`src/rtl/core/deq_pkg.sv`:
```
`timescale 1ns / 1ps
// ----------------------------------------------------------------------------
// deq_pkg
// Shared types and constants of the double-ended queue: operation and status
// codes, the result record and the default capacity.
// ----------------------------------------------------------------------------
package deq_pkg;

	localparam int DATA_W       = 32;
	localparam int DEF_CAPACITY = 32;

	typedef enum logic [2:0] {
		OP_PUSH_FRONT = 3'd0,
		OP_PUSH_BACK  = 3'd1,
		OP_POP_FRONT  = 3'd2,
		OP_POP_BACK   = 3'd3,
		OP_LIST       = 3'd4
	} op_t;

	typedef enum logic [1:0] {
		STAT_OK    = 2'd0,
		STAT_EMPTY = 2'd1,
		STAT_FULL  = 2'd2
	} status_t;

	typedef struct packed {
		logic [DATA_W-1:0] value;
		status_t           status;
		logic              last;
	} result_t;

endpackage

```
`src/rtl/core/double_ended_queue_unit.sv`:
```
`timescale 1ns / 1ps
// ----------------------------------------------------------------------------
// double_ended_queue_unit
// Bounded double-ended queue of signed 32-bit words held in one synchronous
// slot RAM; push and pop at either end, and list of the whole contents.
// ----------------------------------------------------------------------------
//
// Channel   Dir  Signals                          Contents
// s_*       in   s_tvalid s_tready s_tdata s_tuser  tdata: value; tuser: op
// m_*       out  m_tvalid m_tready m_tdata m_tuser  tdata: result_value;
//                m_tlast                            tuser: status; tlast: last
//
// One request is worked at a time. Push and any rejected or unknown request
// pass through EXEC; a pop goes on to POP (registered RAM read), a list to
// LIST (one RAM read per element, streamed back to back while the output has
// room). A held output record does not stop a new request from being taken;
// a stalled m_tready stalls the sequencer only when it has a result to hand
// off. Reset clears head and count; the slot RAM needs no clearing pass.
// ----------------------------------------------------------------------------
module double_ended_queue_unit
	import deq_pkg::*;
#(
	parameter int CAPACITY = DEF_CAPACITY
) (
	input  logic                 clk,
	input  logic                 arst_n,
	// request channel
	input  logic                 s_tvalid,
	output logic                 s_tready,
	input  logic [DATA_W-1:0]    s_tdata,   // [31:0] value
	input  logic [2:0]           s_tuser,   // [2:0] op
	// result channel
	output logic                 m_tvalid,
	input  logic                 m_tready,
	output logic [DATA_W-1:0]    m_tdata,   // [31:0] result_value
	output logic [1:0]           m_tuser,   // [1:0] status
	output logic                 m_tlast
);

	localparam int IDX_W = (CAPACITY > 1) ? $clog2(CAPACITY) : 1;
	localparam int CNT_W = $clog2(CAPACITY + 1);

	logic              out_valid_q;
	result_t           out_q;
	logic              emit_ok;
	logic              res_valid;
	result_t           res;
	logic              ram_we;
	logic [IDX_W-1:0]  ram_waddr;
	logic [DATA_W-1:0] ram_wdata;
	logic              ram_re;
	logic [IDX_W-1:0]  ram_raddr;
	logic [DATA_W-1:0] ram_rdata;

	// The output register can take a new record when it is empty or is
	// being drained in this cycle.
	assign emit_ok = !out_valid_q || m_tready;

	deq_ctrl #(
		.CAPACITY (CAPACITY),
		.IDX_W    (IDX_W),
		.CNT_W    (CNT_W)
	) u_ctrl (
		.clk       (clk),
		.arst_n    (arst_n),
		.req_valid (s_tvalid),
		.req_ready (s_tready),
		.req_op    (op_t'(s_tuser)),
		.req_value (s_tdata),
		.emit_ok   (emit_ok),
		.res_valid (res_valid),
		.res       (res),
		.ram_we    (ram_we),
		.ram_waddr (ram_waddr),
		.ram_wdata (ram_wdata),
		.ram_re    (ram_re),
		.ram_raddr (ram_raddr),
		.ram_rdata (ram_rdata)
	);

	deq_ram #(
		.DEPTH  (CAPACITY),
		.ADDR_W (IDX_W)
	) u_ram (
		.clk   (clk),
		.we    (ram_we),
		.waddr (ram_waddr),
		.wdata (ram_wdata),
		.re    (ram_re),
		.raddr (ram_raddr),
		.rdata (ram_rdata)
	);

	// Output register: load a new record, otherwise drop the held one once
	// the sink takes it.
	always_ff @(posedge clk or negedge arst_n) begin
		if (!arst_n) begin
			out_valid_q <= 1'b0;
		end else if (res_valid) begin
			out_valid_q <= 1'b1;
		end else if (m_tready) begin
			out_valid_q <= 1'b0;
		end
	end

	always_ff @(posedge clk) begin
		if (res_valid) begin
			out_q <= res;
		end
	end

	assign m_tvalid = out_valid_q;
	assign m_tdata  = out_q.value;
	assign m_tuser  = out_q.status;
	assign m_tlast  = out_q.last;

`ifndef SYNTHESIS
	// A record is produced only when the output register has room for it.
	a_emit_room: assert property (@(posedge clk) disable iff (!arst_n)
		res_valid |-> (!out_valid_q || m_tready))
		else $error("result produced while output register is blocked");

	// The sequencer never accepts a request and emits a result together.
	a_idle_quiet: assert property (@(posedge clk) disable iff (!arst_n)
		s_tready |-> !res_valid)
		else $error("result produced while idle");

	// A taken request keeps the request channel closed in the next cycle.
	a_one_at_a_time: assert property (@(posedge clk) disable iff (!arst_n)
		(s_tvalid && s_tready) |=> !s_tready)
		else $error("second request accepted while one is in flight");

	// Slot RAM is never read and written in the same cycle.
	a_ram_port: assert property (@(posedge clk) disable iff (!arst_n)
		!(ram_we && ram_re))
		else $error("slot RAM read and write collide");
`endif

endmodule

```
`src/rtl/core/deq_ram.sv`:
```
`timescale 1ns / 1ps
// ----------------------------------------------------------------------------
// deq_ram
// Slot store of the queue: one write port, one read port, registered read.
// ----------------------------------------------------------------------------
module deq_ram
	import deq_pkg::*;
#(
	parameter int DEPTH  = DEF_CAPACITY,
	parameter int ADDR_W = $clog2(DEF_CAPACITY)
) (
	input  logic              clk,
	input  logic              we,
	input  logic [ADDR_W-1:0] waddr,
	input  logic [DATA_W-1:0] wdata,
	input  logic              re,
	input  logic [ADDR_W-1:0] raddr,
	output logic [DATA_W-1:0] rdata
);

	logic [DATA_W-1:0] mem [DEPTH];

	always_ff @(posedge clk) begin
		if (we) begin
			mem[waddr] <= wdata;
		end
		if (re) begin
			rdata <= mem[raddr];
		end
	end

endmodule

```
`src/rtl/core/deq_ctrl.sv`:
```
`timescale 1ns / 1ps
// ----------------------------------------------------------------------------
// deq_ctrl
// Request sequencer: holds head and count, drives the slot store and
// produces result records, one request at a time, when the output has room.
// ----------------------------------------------------------------------------
module deq_ctrl
	import deq_pkg::*;
#(
	parameter int CAPACITY = DEF_CAPACITY,
	parameter int IDX_W    = $clog2(DEF_CAPACITY),
	parameter int CNT_W    = $clog2(DEF_CAPACITY + 1)
) (
	input  logic              clk,
	input  logic              arst_n,
	input  logic              req_valid,
	output logic              req_ready,
	input  op_t               req_op,
	input  logic [DATA_W-1:0] req_value,
	input  logic              emit_ok,
	output logic              res_valid,
	output result_t           res,
	output logic              ram_we,
	output logic [IDX_W-1:0]  ram_waddr,
	output logic [DATA_W-1:0] ram_wdata,
	output logic              ram_re,
	output logic [IDX_W-1:0]  ram_raddr,
	input  logic [DATA_W-1:0] ram_rdata
);

	typedef enum logic [3:0] {
		S_IDLE = 4'b0001,
		S_EXEC = 4'b0010,
		S_POP  = 4'b0100,
		S_LIST = 4'b1000
	} state_t;

	state_t            state_q, state_d;
	op_t               op_q;
	logic [DATA_W-1:0] val_q;
	logic [IDX_W-1:0]  head_q, head_d;
	logic [CNT_W-1:0]  count_q, count_d;
	logic [IDX_W-1:0]  idx_q, idx_d;
	logic              full, empty;
	logic [IDX_W-1:0]  head_dec;
	logic [IDX_W-1:0]  idx_nxt;
	logic              list_last;

	function automatic logic [IDX_W-1:0] ring_add(input logic [IDX_W-1:0] a,
	                                              input logic [IDX_W-1:0] b);
		logic [IDX_W:0] s;
		s = {1'b0, a} + {1'b0, b};
		if (s >= (IDX_W+1)'(CAPACITY)) begin
			s = s - (IDX_W+1)'(CAPACITY);
		end
		return s[IDX_W-1:0];
	endfunction

	assign full      = (count_q == CNT_W'(CAPACITY));
	assign empty     = (count_q == '0);
	assign head_dec  = (head_q == '0) ? IDX_W'(CAPACITY - 1) : head_q - IDX_W'(1);
	assign idx_nxt   = idx_q + IDX_W'(1);
	assign list_last = ({{(CNT_W-IDX_W){1'b0}}, idx_q} + CNT_W'(1) == count_q);
	assign req_ready = (state_q == S_IDLE);
	assign ram_wdata = val_q;

	always_comb begin
		state_d    = state_q;
		head_d     = head_q;
		count_d    = count_q;
		idx_d      = idx_q;
		res_valid  = 1'b0;
		res.value  = '0;
		res.status = STAT_OK;
		res.last   = 1'b1;
		ram_we     = 1'b0;
		ram_waddr  = head_q;
		ram_re     = 1'b0;
		ram_raddr  = head_q;
		case (state_q)
			S_IDLE: begin
				if (req_valid) begin
					state_d = S_EXEC;
				end
			end
			S_EXEC: begin
				case (op_q)
					OP_PUSH_FRONT, OP_PUSH_BACK: begin
						if (emit_ok) begin
							res_valid = 1'b1;
							state_d   = S_IDLE;
							if (full) begin
								res.status = STAT_FULL;
							end else begin
								ram_we  = 1'b1;
								count_d = count_q + CNT_W'(1);
								if (op_q == OP_PUSH_FRONT) begin
									ram_waddr = head_dec;
									head_d    = head_dec;
								end else begin
									ram_waddr = ring_add(head_q, count_q[IDX_W-1:0]);
								end
							end
						end
					end
					OP_POP_FRONT, OP_POP_BACK: begin
						if (empty) begin
							if (emit_ok) begin
								res_valid  = 1'b1;
								res.status = STAT_EMPTY;
								state_d    = S_IDLE;
							end
						end else begin
							ram_re  = 1'b1;
							count_d = count_q - CNT_W'(1);
							state_d = S_POP;
							if (op_q == OP_POP_FRONT) begin
								head_d = ring_add(head_q, IDX_W'(1));
							end else begin
								ram_raddr = ring_add(head_q, count_d[IDX_W-1:0]);
							end
						end
					end
					OP_LIST: begin
						if (empty) begin
							if (emit_ok) begin
								res_valid  = 1'b1;
								res.status = STAT_EMPTY;
								state_d    = S_IDLE;
							end
						end else begin
							ram_re  = 1'b1;
							idx_d   = '0;
							state_d = S_LIST;
						end
					end
					default: begin
						if (emit_ok) begin
							res_valid = 1'b1;
							state_d   = S_IDLE;
						end
					end
				endcase
			end
			S_POP: begin
				if (emit_ok) begin
					res_valid = 1'b1;
					res.value = ram_rdata;
					state_d   = S_IDLE;
				end
			end
			S_LIST: begin
				if (emit_ok) begin
					res_valid = 1'b1;
					res.value = ram_rdata;
					res.last  = list_last;
					if (list_last) begin
						state_d = S_IDLE;
					end else begin
						ram_re    = 1'b1;
						ram_raddr = ring_add(head_q, idx_nxt);
						idx_d     = idx_nxt;
					end
				end
			end
			default: begin
				state_d = S_IDLE;
			end
		endcase
	end

	always_ff @(posedge clk or negedge arst_n) begin
		if (!arst_n) begin
			state_q <= S_IDLE;
			head_q  <= '0;
			count_q <= '0;
			idx_q   <= '0;
		end else begin
			state_q <= state_d;
			head_q  <= head_d;
			count_q <= count_d;
			idx_q   <= idx_d;
		end
	end

	always_ff @(posedge clk) begin
		if (req_valid && req_ready) begin
			op_q  <= req_op;
			val_q <= req_value;
		end
	end

endmodule

```
`config.mk`:
```
export PLATFORM = sky130hd
export DESIGN_NAME = double_ended_queue_unit
export DESIGN_NICKNAME = d
export VERILOG_FILES = /design/src/rtl/core/deq_pkg.sv /design/src/rtl/core/double_ended_queue_unit.sv /design/src/rtl/core/deq_ram.sv /design/src/rtl/core/deq_ctrl.sv
export SDC_FILE = /design/constraint.sdc
export NUM_CORES = 1
export LEC_CHECK = 0
export BUFFER_PORTS_ARGS = -buffer_cell sky130_fd_sc_hd__buf_2
export CORE_MARGIN = 8
export CORE_UTILIZATION = 65
export CTS_CLUSTER_SIZE = 28
export DETAILED_ROUTE_END_ITERATION = 8
export GPL_TIMING_DRIVEN = 0
export HOLD_SLACK_MARGIN = 0.03
export PLACE_DENSITY_LB_ADDON = 0.12
export SLEW_MARGIN = 20
export SYNTH_ARGS = -nofsm -noshare
export SYNTH_HDL_FRONTEND = slang
export SYNTH_SLANG_ARGS = --single-unit
```
`constraint.sdc`:
```
create_clock -name clk -period 11.3 [get_ports clk]
set_input_delay 2.26 -clock clk [delete_from_list [all_inputs] [get_ports clk]]
set_output_delay 2.26 -clock clk [all_outputs]
set_load 0.02 [all_outputs]
```
==> impl_results.md <==
- Status: finished, final reports clean
- Clock root cell: clkbuf_16
- Setup TNS: 0 ns
- Router iterations before antenna repair: 8
- Power Density: 242 mW/mm^2
- Detailed-route via count: 30,434
- Critical Path RT: 11.70 ns
- Hold Path Origin: u_ram.rdata[14]
- Violation count after the first detailed-route iteration: 4,487
- Post-CTS setup buffers: 0
- HPWL after DPL: 87.9 mm
- Tmin final: 6.34 ns
- Max Fclk: 158 MHz
- Total grt overflow: 0
- Die outline height: 284 um
- Worst path slowest cell: a2111oi_0
- TritonCTS clock tree: done
- Die area: 0.0806 mm^2
- Post-Syn Nets: 3,312
- Clock transition at the registers of the reported paths: 0.06 ns
- Hold Crit Depth: 1
- Cell variety after synth: 69
- Max FO, Critical Path: 10
- Vias in the first global route: 29,647
- Post-Syn Area: 0.0466 mm^2
- Commonest cells after routing, fill and taps aside: edfxtp_1 (1,126), nand2_1 (496), nand3_1 (324)
- Worst Skew: 0.0162 ns
- Setup CP Type: input port to flop
- R2R cell count: 12
- DRC viols: 0
- Global-route wire length before repair: 187 mm
- Initial core utilization: 0.654
- Num CTS Buffers: 108
- Worst VDD drop: 0.174 mV
- # setup viols final: 0
- Worst setup EP type: flop
- R2r endpoint: u_ram.rdata[22]
- Worst-Margin Slew: 1.21 ns
- Initial antenna violation count: 3
- Sequential element share of the synthesized area: 0.737
- DR vias/cell: 6.69
- Gpl congestion: 0.920
- Layout cells sized above 1: 0.129
- Nets: 3,561
- CORE AREA: 0.0712 mm^2
- Relative slew slack: 0.192
- Clock Latency Late Sink: 0.67 ns
- DR WL/cell: 27.9 um
- R2r setup slk: 5.51 ns
- EDFF count, synth: 1,126
- Lkg Pwr: 17.6 nW
- CTS max path bufs: 3
- Clk sinks: 1,147
- Mapped Cells: 3,253
- Chip width: 284 um
- H-tree depth: 3
- Reg2Reg Launch Point: u_ctrl.idx_q[0]
- Worst path arrival time: 6.74 ns
- Crit path largest cell delay: 1.06 ns
- Most common cell after layout, fill and taps aside: edfxtp_1
- Row Count: 98
- WL final: 127 mm
- Port Buffer Count: 75
- Worst path cell trace: buf_2 > nand2b_1 > nand2_1 > a21oi_2 > inv_2 > a311oi_2 > o21ai_1 > clkbuf_1 > a2111oi_0 > o22a_1 > nor4_1
- Syn-to-layout area delta: 14.2%
- Worst setup SP type: input port
- Largest net degree at the start of global routing: 37
- RSZ-0062 raised after global routing: false
- Syn_area_per_cell: 14.3 um^2
- Synth Register Bits: 1,147
- Routed Antenna Nets: 0
- Post-CTS Resized: 0
- All-Layer GR Usage: 0.307
- Top_reg_cell synth: edfxtp_1
- Fraction of registers with async set or reset after synthesis: 0.0183
- WHS: 0.513 ns
- Slew Viols, Final: 0
- Final Hold Vio Count: 0
- Hold Path Class: flop to flop
- Setup crit start: m_tready
- Hold_buf cts: 0
- Max Cap Viol: 0
- Ys Warns: 0
- Io pins: 76
- Post-route clock period utilization: 0.561
- Hold Crit Endpoint: m_tdata[14]
[cell type report]
cell class                      count  area, um^2
Antenna cell                        3        7.51
Buffer                            243        1160
Clock buffer                      133        2850
Clock inverter                     68         671
Fill cell                        4244       18000
Inverter                           14        52.6
Multi-Input combinational cell   1849       11300
Sequential cell                  1147       34300
Tap cell                          950        1190
Timing Repair Buffer              139        1620
[metal layers]
layer | wire (um) | global-route usage
met5 | 12 | 0
met4 | 3870 | 0.101
met1 | 46600 | 0.406
met2 | 62000 | 0.507
met3 | 14500 | 0.0688
[registers in the layout (all words and copies together) (netlist names)]
signal	cells
u_ram.mem	1024
m_tdata	32
u_ctrl.ram_wdata	32
u_ram.rdata	32
u_ctrl.count_q	6
u_ctrl.head_q	5
u_ctrl.idx_q	5
u_ctrl.state_q	4
u_ctrl.op_q	3
m_tuser	2
m_tlast	1
m_tvalid	1
[cell families after synthesis]
family,after synthesis,share of synthesized area
compound gates,550,0.0854
xor+xnor,33,0.00620
fa+ha+maj,20,0.00585
buf+inv,257,0.0260
flops,1147,0.737
mux,130,0.0282
simple gates,1116,0.112
[Yosys cell counts, types with 27 or more instances]
| library cell | n | area (um^2) |
|---|---|---|
| a21boi_0 | 31 | 233 |
| o221a_2 | 28 | 315 |
| a31oi_1 | 32 | 200 |
| nor2_1 | 54 | 203 |
| nand3_1 | 324 | 1620 |
| nor4_1 | 34 | 213 |
| o21ai_0 | 142 | 711 |
| nor3_1 | 38 | 190 |
| edfxtp_1 | 1126 | 33800 |
| and3_1 | 35 | 219 |
| nand2_1 | 496 | 1860 |
| mux2i_1 | 128 | 1280 |
| clkbuf_1 | 133 | 499 |
| o22a_1 | 31 | 272 |
| a2111oi_0 | 31 | 272 |
| and2_1 | 34 | 213 |
| a311oi_1 | 34 | 298 |
| a21oi_1 | 27 | 135 |
| a32oi_1 | 31 | 272 |
| nand4_1 | 70 | 438 |
| buf_2 | 60 | 300 |
| a211oi_1 | 131 | 983 |
[critical path: cells and delay by family]
family                 cells  cell delay, ns
AOI/OAI and AO/OA          5            3.11
buffers and inverters      3            0.76
and+or+nand+nor            3            0.59
[through the flow]
stage	util	cells	worst slack, ns	total power [mW]	instance area, um^2
after CTS	0.742	4519	5.25	12.7	52900
final	0.747	4546	4.96	12.9	53200
after detailed placement	0.692	4318	4.62	9.17	49300
after global placement	0.676	4278	3.30	9.02	48200
after global routing	0.747	4543	4.94	13.3	53200
after floorplan	-	3253	5.43	7.67	46600
[worst max-delay path by stage]
stage	slack, ns	to	cells after the start
2_1_floorplan	5.43	u_ram.mem[16][0]	8
3_3_place_gp	3.30	u_ram.mem[8][7]	9
3_5_place_dp	4.62	u_ram.rdata[23]	11
4_1_cts	5.25	u_ram.rdata[23]	11
5_1_grt	4.94	u_ram.rdata[26]	11
6_report	4.96	u_ram.rdata[26]	11
[power breakdown]
group          leakage, nW  switching, mW  internal, mW  total [mW]
clock                 1.71           1.55          2.07        3.62
combinational         5.45           2.87          1.23        4.10
sequential            10.4          0.159          4.99        5.15
Note: power is estimated with default switching activity, not from simulation.
